**config.mk**
```make
export PLATFORM = sky130hd
export DESIGN_NAME = block_buffer_pool_lru
export DESIGN_NICKNAME = d
export VERILOG_FILES = /design/src/bbp_pkg.sv /design/src/bbp_ram.sv /design/src/bbp_seq.sv /design/src/block_buffer_pool_lru.sv
export VERILOG_INCLUDE_DIRS = /design/src /design/src/src
export SDC_FILE = /design/constraint.sdc
export NUM_CORES = 2
export LEC_CHECK = 0
export BUFFER_PORTS_ARGS = -buffer_cell sky130_fd_sc_hd__buf_4
export CELL_PAD_IN_SITES_DETAIL_PLACEMENT = 1
export CELL_PAD_IN_SITES_GLOBAL_PLACEMENT = 1
export CORE_MARGIN = 4
export CORE_UTILIZATION = 61
export CTS_BUF_LIST = sky130_fd_sc_hd__clkbuf_2
export DETAILED_ROUTE_END_ITERATION = 8
export GPL_TIMING_DRIVEN = 0
export PLACE_DENSITY = 0.93
export SYNTH_ARGS = -nofsm -noshare
export SYNTH_HDL_FRONTEND = slang
export SYNTH_HIERARCHICAL = 1
export SYNTH_SLANG_ARGS = --single-unit
```
**constraint.sdc**
```tcl
create_clock -name clk -period 11.8 [get_ports clk]
set_clock_uncertainty 0.1 [all_clocks]
set_input_delay 2.36 -clock clk [delete_from_list [all_inputs] [get_ports clk]]
set_output_delay 2.36 -clock clk [all_outputs]
set_load 0.02 [all_outputs]
```
**src/block_buffer_pool_lru_macros.svh**
```systemverilog
// ============================================================================
// Buffer pool LRU manager - assertion macros
// Shared assertion wrappers; they compile to nothing when SYNTH is defined.
// ============================================================================
`ifndef BLOCK_BUFFER_POOL_LRU_MACROS_SVH
`define BLOCK_BUFFER_POOL_LRU_MACROS_SVH

`ifndef SYNTH
// Same-cycle implication, sampled on clk and quiet during reset.
`define BBP_ASSERT_IMP(lbl, ante, cons) \
    lbl: assert property (@(posedge clk) disable iff (!rst_n) (ante) |-> (cons)) \
        else $error("bbp assertion failed");
// Next-cycle implication, sampled on clk and quiet during reset.
`define BBP_ASSERT_NXT(lbl, ante, cons) \
    lbl: assert property (@(posedge clk) disable iff (!rst_n) (ante) |=> (cons)) \
        else $error("bbp assertion failed");
`else
`define BBP_ASSERT_IMP(lbl, ante, cons)
`define BBP_ASSERT_NXT(lbl, ante, cons)
`endif

`endif

```
**src/bbp_pkg.sv**
```systemverilog
// ============================================================================
// Buffer pool LRU manager - package
// Request and status codes, result record and sequencer states.
// ============================================================================
package bbp_pkg;

    // Fixed field widths of the stream payload.
    localparam int BLOCK_W = 14;
    localparam int SLOT_W  = 5;

    // Request codes.
    typedef enum logic [1:0] {
        REQ_ALLOC  = 2'd0,
        REQ_LOOKUP = 2'd1,
        REQ_DIRTY  = 2'd2,
        REQ_FLUSH  = 2'd3
    } req_t;

    // Result status codes.
    typedef enum logic [1:0] {
        ST_OK    = 2'd0,
        ST_BOUND = 2'd1,
        ST_MISS  = 2'd2
    } status_t;

    // Sequencer states.
    typedef enum logic [1:0] {
        S_IDLE = 2'd0,
        S_SCAN = 2'd1,
        S_DONE = 2'd2
    } fsm_t;

    // One result record.
    typedef struct packed {
        status_t                  status;
        logic [SLOT_W-1:0]        slot_index;
        logic                     writeback_valid;
        logic [SLOT_W-1:0]        writeback_slot;
        logic [BLOCK_W-1:0]       writeback_block;
        logic                     last;
    } res_t;

endpackage

```
**src/bbp_ram.sv**
```systemverilog
// ============================================================================
// Buffer pool LRU manager - slot RAM
// Simple dual-port synchronous RAM, one write and one registered read port.
// ============================================================================
module bbp_ram #(
    parameter int DEPTH = 32,
    parameter int WIDTH = 30
) (
    input  logic                     clk,
    input  logic                     wr_en,
    input  logic [$clog2(DEPTH)-1:0] wr_addr,
    input  logic [WIDTH-1:0]         wr_data,
    input  logic                     rd_en,
    input  logic [$clog2(DEPTH)-1:0] rd_addr,
    output logic [WIDTH-1:0]         rd_data
);

    logic [WIDTH-1:0] mem [DEPTH];
    logic [WIDTH-1:0] rd_data_reg;

    // Write port.
    always_ff @(posedge clk)
    begin
        if (wr_en)
        begin
            mem[wr_addr] <= wr_data;
        end
    end

    // Registered read port; data holds while not enabled.
    always_ff @(posedge clk)
    begin
        if (rd_en)
        begin
            rd_data_reg <= mem[rd_addr];
        end
    end

    assign rd_data = rd_data_reg;

endmodule

```
**src/bbp_seq.sv**
```systemverilog
// ============================================================================
// Buffer pool LRU manager - request sequencer
// Scans the slot RAM for in-range requests and dirty flushes, ages, picks victims, emits results.
// ============================================================================
`include "block_buffer_pool_lru_macros.svh"

module bbp_seq #(
    parameter int POOL_SLOTS = 32,
    parameter int DISK_SIZE  = 8192,
    parameter int AGE_WIDTH  = 16
) (
    input  logic                         clk,
    input  logic                         rst_n,
    input  logic                         s_valid,
    output logic                         s_ready,
    input  bbp_pkg::req_t                s_req,
    input  logic [bbp_pkg::BLOCK_W-1:0]  s_blk,
    output logic                         res_valid,
    input  logic                         res_ready,
    output bbp_pkg::res_t                res
);
    import bbp_pkg::*;

    localparam int IDX_W = $clog2(POOL_SLOTS);
    localparam int ENT_W = BLOCK_W + AGE_WIDTH;
    localparam logic [IDX_W-1:0] LAST_IDX = IDX_W'(POOL_SLOTS - 1);
    localparam logic [BLOCK_W:0] DISK_LIM = (BLOCK_W + 1)'(DISK_SIZE);

    // Control state.
    fsm_t                  state_reg, state_next;
    logic [POOL_SLOTS-1:0] valid_reg, valid_next;
    logic [POOL_SLOTS-1:0] dirty_reg, dirty_next;
    logic                  a_active_reg, a_active_next;
    logic [IDX_W-1:0]      a_idx_reg, a_idx_next;
    logic                  b_valid_reg, b_valid_next;
    logic [IDX_W-1:0]      b_idx_reg, b_idx_next;

    // Request and scan trackers.
    req_t                  req_reg, req_next;
    logic [BLOCK_W-1:0]    blk_reg, blk_next;
    logic                  bound_reg, bound_next;
    logic                  free_found_reg, free_found_next;
    logic [IDX_W-1:0]      free_idx_reg, free_idx_next;
    logic                  best_seen_reg, best_seen_next;
    logic [IDX_W-1:0]      best_idx_reg, best_idx_next;
    logic [AGE_WIDTH-1:0]  best_age_reg, best_age_next;
    logic [BLOCK_W-1:0]    best_tag_reg, best_tag_next;
    logic                  found_reg, found_next;
    logic [IDX_W-1:0]      found_idx_reg, found_idx_next;

    // RAM interface.
    logic                  rd_en;
    logic [IDX_W-1:0]      rd_addr;
    logic [ENT_W-1:0]      rd_data;
    logic                  wr_en;
    logic [IDX_W-1:0]      wr_addr;
    logic [ENT_W-1:0]      wr_data;

    // Decoded read data and helpers.
    logic [BLOCK_W-1:0]    rd_tag;
    logic [AGE_WIDTH-1:0]  rd_age;
    logic [AGE_WIDTH-1:0]  aged;
    logic [POOL_SLOTS-1:0] vd;
    logic                  higher_vd;
    logic                  stall;
    logic                  advance;
    logic [IDX_W-1:0]      pick_idx;

    bbp_ram #(
        .DEPTH (POOL_SLOTS),
        .WIDTH (ENT_W)
    ) u_ram (
        .clk     (clk),
        .wr_en   (wr_en),
        .wr_addr (wr_addr),
        .wr_data (wr_data),
        .rd_en   (rd_en),
        .rd_addr (rd_addr),
        .rd_data (rd_data)
    );

    // Entry fields and the saturating age increment.
    assign rd_tag = rd_data[AGE_WIDTH +: BLOCK_W];
    assign rd_age = rd_data[AGE_WIDTH-1:0];
    assign aged   = (rd_age == {AGE_WIDTH{1'b1}}) ? rd_age : rd_age + 1'b1;
    assign vd     = valid_reg & dirty_reg;

    // A flush result is the last one when no dirty slot lies above it.
    always_comb
    begin
        higher_vd = 1'b0;
        for (int j = 0; j < POOL_SLOTS; j++)
        begin
            if (vd[j] && (IDX_W'(j) > b_idx_reg))
            begin
                higher_vd = 1'b1;
            end
        end
    end

    // The scan halts while a flush writeback waits for the output register.
    assign stall    = b_valid_reg && (req_reg == REQ_FLUSH) && vd[b_idx_reg] && !res_ready;
    assign advance  = !stall;
    assign pick_idx = free_found_reg ? free_idx_reg : best_idx_reg;
    assign s_ready  = (state_reg == S_IDLE);

    // Next state, RAM accesses and results.
    always_comb
    begin
        state_next      = state_reg;
        valid_next      = valid_reg;
        dirty_next      = dirty_reg;
        a_active_next   = a_active_reg;
        a_idx_next      = a_idx_reg;
        b_valid_next    = b_valid_reg;
        b_idx_next      = b_idx_reg;
        req_next        = req_reg;
        blk_next        = blk_reg;
        bound_next      = bound_reg;
        free_found_next = free_found_reg;
        free_idx_next   = free_idx_reg;
        best_seen_next  = best_seen_reg;
        best_idx_next   = best_idx_reg;
        best_age_next   = best_age_reg;
        best_tag_next   = best_tag_reg;
        found_next      = found_reg;
        found_idx_next  = found_idx_reg;

        rd_en     = 1'b0;
        rd_addr   = a_idx_reg;
        wr_en     = 1'b0;
        wr_addr   = b_idx_reg;
        wr_data   = {rd_tag, aged};
        res_valid = 1'b0;
        res       = '0;

        unique case (state_reg)
            S_IDLE:
            begin
                if (s_valid)
                begin
                    req_next        = s_req;
                    blk_next        = s_blk;
                    bound_next      = 1'b0;
                    free_found_next = 1'b0;
                    best_seen_next  = 1'b0;
                    found_next      = 1'b0;
                    a_idx_next      = '0;
                    a_active_next   = 1'b1;
                    b_valid_next    = 1'b0;
                    if (s_req == REQ_FLUSH)
                    begin
                        state_next = (|vd) ? S_SCAN : S_DONE;
                    end
                    else if ({1'b0, s_blk} >= DISK_LIM)
                    begin
                        bound_next = 1'b1;
                        state_next = S_DONE;
                    end
                    else
                    begin
                        state_next = S_SCAN;
                    end
                end
            end

            S_SCAN:
            begin
                // Flush writebacks are offered straight from the read data.
                if (b_valid_reg && (req_reg == REQ_FLUSH) && vd[b_idx_reg])
                begin
                    res_valid           = 1'b1;
                    res.status          = ST_OK;
                    res.writeback_valid = 1'b1;
                    res.writeback_slot  = SLOT_W'(b_idx_reg);
                    res.writeback_block = rd_tag;
                    res.last            = !higher_vd;
                end

                if (advance)
                begin
                    // Read stage: fetch the next entry.
                    if (a_active_reg)
                    begin
                        rd_en        = 1'b1;
                        b_valid_next = 1'b1;
                        b_idx_next   = a_idx_reg;
                        a_idx_next   = a_idx_reg + 1'b1;
                        if (a_idx_reg == LAST_IDX)
                        begin
                            a_active_next = 1'b0;
                        end
                    end
                    else
                    begin
                        b_valid_next = 1'b0;
                    end

                    // Evaluate stage: work on the entry just read.
                    if (b_valid_reg)
                    begin
                        case (req_reg) inside
                            REQ_ALLOC:
                            begin
                                if (valid_reg[b_idx_reg])
                                begin
                                    wr_en = 1'b1;
                                    if (!best_seen_reg || (aged > best_age_reg))
                                    begin
                                        best_seen_next = 1'b1;
                                        best_idx_next  = b_idx_reg;
                                        best_age_next  = aged;
                                        best_tag_next  = rd_tag;
                                    end
                                end
                                else if (!free_found_reg)
                                begin
                                    free_found_next = 1'b1;
                                    free_idx_next   = b_idx_reg;
                                end
                            end
                            REQ_LOOKUP, REQ_DIRTY:
                            begin
                                if (valid_reg[b_idx_reg] && (rd_tag == blk_reg) && !found_reg)
                                begin
                                    found_next     = 1'b1;
                                    found_idx_next = b_idx_reg;
                                end
                            end
                            default:
                            begin
                            end
                        endcase

                        if (b_idx_reg == LAST_IDX)
                        begin
                            if (req_reg == REQ_FLUSH)
                            begin
                                valid_next = '0;
                                dirty_next = '0;
                                state_next = S_IDLE;
                            end
                            else
                            begin
                                state_next = S_DONE;
                            end
                        end
                    end
                end
            end

            S_DONE:
            begin
                res_valid = 1'b1;
                res.last  = 1'b1;
                if (bound_reg)
                begin
                    res.status = ST_BOUND;
                end
                else
                begin
                    case (req_reg) inside
                        REQ_ALLOC:
                        begin
                            res.status     = ST_OK;
                            res.slot_index = SLOT_W'(pick_idx);
                            if (!free_found_reg && dirty_reg[best_idx_reg])
                            begin
                                res.writeback_valid = 1'b1;
                                res.writeback_slot  = SLOT_W'(best_idx_reg);
                                res.writeback_block = best_tag_reg;
                            end
                        end
                        REQ_LOOKUP, REQ_DIRTY:
                        begin
                            if (found_reg)
                            begin
                                res.status     = ST_OK;
                                res.slot_index = SLOT_W'(found_idx_reg);
                            end
                            else
                            begin
                                res.status = ST_MISS;
                            end
                        end
                        default:
                        begin
                            // Flush with no dirty slot.
                            res.status = ST_OK;
                        end
                    endcase
                end

                // Commit the request once its result is taken.
                if (res_ready)
                begin
                    state_next = S_IDLE;
                    if (!bound_reg)
                    begin
                        case (req_reg) inside
                            REQ_ALLOC:
                            begin
                                wr_en                = 1'b1;
                                wr_addr              = pick_idx;
                                wr_data              = {blk_reg, {AGE_WIDTH{1'b0}}};
                                valid_next[pick_idx] = 1'b1;
                                dirty_next[pick_idx] = 1'b0;
                            end
                            REQ_DIRTY:
                            begin
                                if (found_reg)
                                begin
                                    dirty_next[found_idx_reg] = 1'b1;
                                end
                            end
                            REQ_FLUSH:
                            begin
                                valid_next = '0;
                                dirty_next = '0;
                            end
                            default:
                            begin
                            end
                        endcase
                    end
                end
            end

            default:
            begin
                state_next = S_IDLE;
            end
        endcase
    end

    // State register.
    always_ff @(posedge clk or negedge rst_n)
    begin
        if (!rst_n)
        begin
            state_reg    <= S_IDLE;
            valid_reg    <= '0;
            dirty_reg    <= '0;
            a_active_reg <= 1'b0;
            b_valid_reg  <= 1'b0;
        end
        else
        begin
            state_reg    <= state_next;
            valid_reg    <= valid_next;
            dirty_reg    <= dirty_next;
            a_active_reg <= a_active_next;
            b_valid_reg  <= b_valid_next;
        end
    end

    // Payload and tracker registers.
    always_ff @(posedge clk)
    begin
        a_idx_reg      <= a_idx_next;
        b_idx_reg      <= b_idx_next;
        req_reg        <= req_next;
        blk_reg        <= blk_next;
        bound_reg      <= bound_next;
        free_found_reg <= free_found_next;
        free_idx_reg   <= free_idx_next;
        best_seen_reg  <= best_seen_next;
        best_idx_reg   <= best_idx_next;
        best_age_reg   <= best_age_next;
        best_tag_reg   <= best_tag_next;
        found_reg      <= found_next;
        found_idx_reg  <= found_idx_next;
    end

    // Only a flush offers results while the scan is running.
    `BBP_ASSERT_IMP(a_scan_result_is_flush, (state_reg == S_SCAN && res_valid), (req_reg == REQ_FLUSH))
    // The aging write never collides with the read of the same entry.
    `BBP_ASSERT_IMP(a_no_rw_collision, (rd_en && wr_en), (rd_addr != wr_addr))
    // A successful allocation leaves the chosen slot occupied.
    `BBP_ASSERT_NXT(a_alloc_fills_slot, (state_reg == S_DONE && res_ready && !bound_reg && req_reg == REQ_ALLOC), (valid_reg[$past(pick_idx)]))

endmodule

```
**src/block_buffer_pool_lru.sv**
```systemverilog
// ============================================================================
// Buffer pool LRU manager - top level
// Slot bookkeeping for a buffer pool with least-recently-allocated victims.
// ============================================================================
// Requests enter on the slave stream (s_tvalid/s_tready/s_tdata) and results
// leave on the master stream (m_tvalid/m_tready/m_tdata/m_tlast); m_tlast
// marks the final result of a request. One request is worked on at a time.
// Allocate, lookup and set-dirty scan the slot RAM one entry per cycle, a rate
// set by the single read port of the slot RAM, and present the result after
// the scan; the next request is accepted once that result is taken into the
// output register. A block number out of range is answered without a scan. A
// flush with dirty slots scans the same way and emits one writeback per dirty
// slot as it passes it, pausing while a writeback waits; with nothing dirty
// it gives a single plain result without a scan.
// The result sits in an output register; a new request is taken while it
// waits. If the receiver stalls, the scan pauses at the next result until
// the output register is free, and no result is lost. Reset frees every slot
// at once and clears the dirty flags; there is no clearing pass.
// ============================================================================
module block_buffer_pool_lru #(
    parameter int POOL_SLOTS = 32,
    parameter int DISK_SIZE  = 8192,
    parameter int AGE_WIDTH  = 16
) (
    input  logic        clk,
    input  logic        rst_n,
    input  logic        s_tvalid,
    output logic        s_tready,
    // s_tdata: req_type[1:0], block_num[15:2]
    input  logic [15:0] s_tdata,
    output logic        m_tvalid,
    input  logic        m_tready,
    // m_tdata: status[1:0], slot_index[6:2], writeback_valid[7],
    //          writeback_slot[12:8], writeback_block[26:13], zero[31:27]
    output logic [31:0] m_tdata,
    output logic        m_tlast
);
    import bbp_pkg::*;

    logic  res_valid;
    logic  res_ready;
    res_t  res;
    logic  m_tvalid_reg, m_tvalid_next;
    res_t  m_data_reg;

    bbp_seq #(
        .POOL_SLOTS (POOL_SLOTS),
        .DISK_SIZE  (DISK_SIZE),
        .AGE_WIDTH  (AGE_WIDTH)
    ) u_seq (
        .clk       (clk),
        .rst_n     (rst_n),
        .s_valid   (s_tvalid),
        .s_ready   (s_tready),
        .s_req     (req_t'(s_tdata[1:0])),
        .s_blk     (s_tdata[15:2]),
        .res_valid (res_valid),
        .res_ready (res_ready),
        .res       (res)
    );

    // Output register: free when empty or being emptied in this cycle.
    assign res_ready     = !m_tvalid_reg || m_tready;
    assign m_tvalid_next = (res_valid && res_ready) || (m_tvalid_reg && !m_tready);

    always_ff @(posedge clk or negedge rst_n)
    begin
        if (!rst_n)
        begin
            m_tvalid_reg <= 1'b0;
        end
        else
        begin
            m_tvalid_reg <= m_tvalid_next;
        end
    end

    always_ff @(posedge clk)
    begin
        if (res_valid && res_ready)
        begin
            m_data_reg <= res;
        end
    end

    // Pack the result transaction.
    assign m_tvalid = m_tvalid_reg;
    assign m_tlast  = m_data_reg.last;
    assign m_tdata  = {5'b0,
                       m_data_reg.writeback_block,
                       m_data_reg.writeback_slot,
                       m_data_reg.writeback_valid,
                       m_data_reg.slot_index,
                       m_data_reg.status};

endmodule

```
==> out/qor.txt <==
Critical Path RT: 12.82 ns
Dpl hpwl: 97700 um
Die ar.: 83600 um^2
Register area: 34500 um^2
Multi-input logic area: 12800 um^2
Final WL: 181000 um
Clock Latency Late Sink: 1.68 ns
First-pass GRT wire length: 245000 um
Maximum vdd drop: 0.138 mV
Port-buffer cells: 49
Clock slew at reported path FFs: 0.11 ns
Antenna violations before repair: 12
Post-synth top flop: edfxtp_1
Worst Setup End Kind: flop
Max reg flops: 960
Most frequent cells after synthesis: edfxtp_1 (1093), mux2i_1 (487), nand2_1 (235)
Yosys top cell by area: edfxtp_1
Largest net degree at the start of global routing: 70
Most frequent cell after synthesis: edfxtp_1
Iter 0 DRT Violations: 6199
Root buffer cell: clkbuf_2
GR Util All Layers: 0.407
Slew Limit Headroom: -0.0620
Failing checks: max-capacitance violations, max-slew violations
Core area: 77800 um^2
Worst-margin pin slew: 1.59 ns
Fmax: 0.159 GHz
Yosys cell types: 80
Ports: 55
# H-tree levels: 5
RSZ-0062 raised after global routing: false
Leak: 0.0189 uW
Slew Limit Fails: 165
WS Path Type: reg2reg
Synth Warn #: 6
TNS Setup: 0 ns
Clock Path Buffers: 4
Area contributors post-synth: edfxtp_1 (68%), mux2i_1 (10%), dfrtp_1 (3.6%), nand2_1 (1.8%), a22oi_1 (1.5%)
Remaining antenna violation count: 0
Clock sinks: 1162
Vias post-DR: 34605
Layout cells sized above 1: 0.199
Startpoint Class: flop
Routed wire per std cell: 38.7 um
FFs w/ async S/R, synth: 0.0594
Final setup fails: 0
Hold WC Path Type: reg2reg
Sequential-to-total area share from yosys stat: 0.717
Layout Utilization: 0.687
Row count: 102
Post_cts resized: 0
Post-route DRC: 0
Hold Vio Cnt, Final: 0
Inserted Clock Buffers: 305
Die W: 289 um
Mean Syn Cell Area: 15.9 um^2
Crit path arrival time: 7.30 ns
EDFF count, synth: 1093
Vias per std cell: 7.40
Setup bufs post-CTS: 0
Top-area cell type share of the netlist area: 0.681
Hold path depth: 2
Seq cells post-synth: 1162
Tcrit/Tclk final: 0.532
Outcome: finished, violations left
Max-Cap Viols: 7
CP Max Fanout: 30
Initial Util: 0.619
GP Congestion: 0.940
Pwr Density: 249 nW/um^2
Fillcell total: 6936
Nets: 3476
Gr ovfl total: 0
Synthesis-to-layout area growth: 11.0%
FF-to-FF path depth: 10
Post-layout min period: 6.28 ns
CTS tree: yes
Vias in the first global route: 35322
Post-CTS Hold Buffers: 0
Cell count after synthesis: 3038
Drt first pass iters: 7
Chip Height: 289 um
Netlist area before placement: 48200 um^2
## power breakdown
group	internal [uW]	switching, uW	leakage, uW
sequential	5240	239	0.0107
clock	1050	1970	0.00197
combinational	1410	3410	0.00623
total	7690	5620	0.0189
## worst paths after layout
| check | start | endpoint | slack, ns |
|---|---|---|---|
| worst max-delay path | u_seq/b_idx_reg[1] | u_seq/u_ram/mem[27][27] | 5.52 |
| worst min-delay path | u_seq/valid_reg[5] | u_seq/valid_reg[5] | 0.44 |
| worst max register to register | u_seq/b_idx_reg[1] | u_seq/u_ram/mem[27][27] | 5.52 |
| worst min register to register | u_seq/valid_reg[5] | u_seq/valid_reg[5] | 0.44 |
| max in group asynchronous | rst_n | u_seq/dirty_reg[31] | 10.03 |
| min in group asynchronous | rst_n | u_seq/valid_reg[30] | 0.81 |
## through the flow
stage | hold WS, ns | setup slack, ns | total power [uW] | cell area, um^2 | cells
2_1_floorplan | 0.362 | 6.28 | 8020 | 48200 | 3042
3_3_place_gp | 0.399 | 4.26 | 9340 | 49900 | 4131
3_5_place_dp | 0.420 | 5.27 | 9770 | 50800 | 4158
4_1_cts | 0.408 | 5.93 | 12800 | 53300 | 4657
5_1_grt | 0.456 | 5.74 | 13500 | 53500 | 4670
6_report | 0.441 | 5.52 | 13300 | 53500 | 4675
## placed cells by master, fill, tap and decap left out, drive strengths merged, types with 6 or more instances in the layout
cell type	instances
o21ai	24
edfxtp	1093
nand3b	6
inv	31
and3	7
nor4	6
a21oi	142
a221o	33
a22oi	98
and2	26
dfrtp	69
nand2b	21
xnor2	17
clkbuf	488
mux2i	487
a31oi	32
ha	26
diode	13
clkinv	65
xor2	9
nand3	112
nand4	14
nor3	49
nor2	110
nor2b	10
o22ai	6
o211ai	6
a22o	78
a32o	32
or2	6
mux4	22
nand2	235
buf	187
## metal layers
metal	up-vias	routed length, um	global-route usage	part of all wire
met2	3864	83500	0.656	0.46
li1	12858	-	-	-
met5	-	13	0	0.000072
met3	1127	24500	0.101	0.14
met1	16754	57900	0.504	0.32
met4	2	15100	0.245	0.083
## kinds of logic after synthesis
kind of cell	after synthesis	synth area share
AO/OA/AOI/OAI	492	0.0741
XOR/XNOR	26	0.00472
adder cells (fa/ha/maj)	27	0.00696
buffers and inverters	196	0.0247
flip-flops	1162	0.717
multiplexers	514	0.113
other	1	0.0000778
AND/OR/NAND/NOR	620	0.0600
## area by class of cell
| type | count | share of cell area |
|---|---|---|
| buffer | 167 | 0.0202 |
| inverter | 29 | 0.00203 |
| antenna | 13 | 0.000608 |
| clock buffer | 427 | 0.0399 |
| multi-input combinational | 1684 | 0.239 |
| sequential | 1162 | 0.646 |
| clock inverter | 72 | 0.00744 |
| timing repair buffer | 81 | 0.0210 |
| tap | 1040 | 0.0243 |
## critical path, stage by stage (launching register included)
cell and delay [ns]:
edfxtp_1 0.58, or2_1 0.31, buf_2 0.20, nand2b_1 0.17, a41o_1 0.26, o41ai_4 0.55
or3_1 0.35, nand2_1 0.22, a21boi_0 0.77, nand3_1 1.01, nor2_4 1.29
Power figures use the tool's default switching activity.
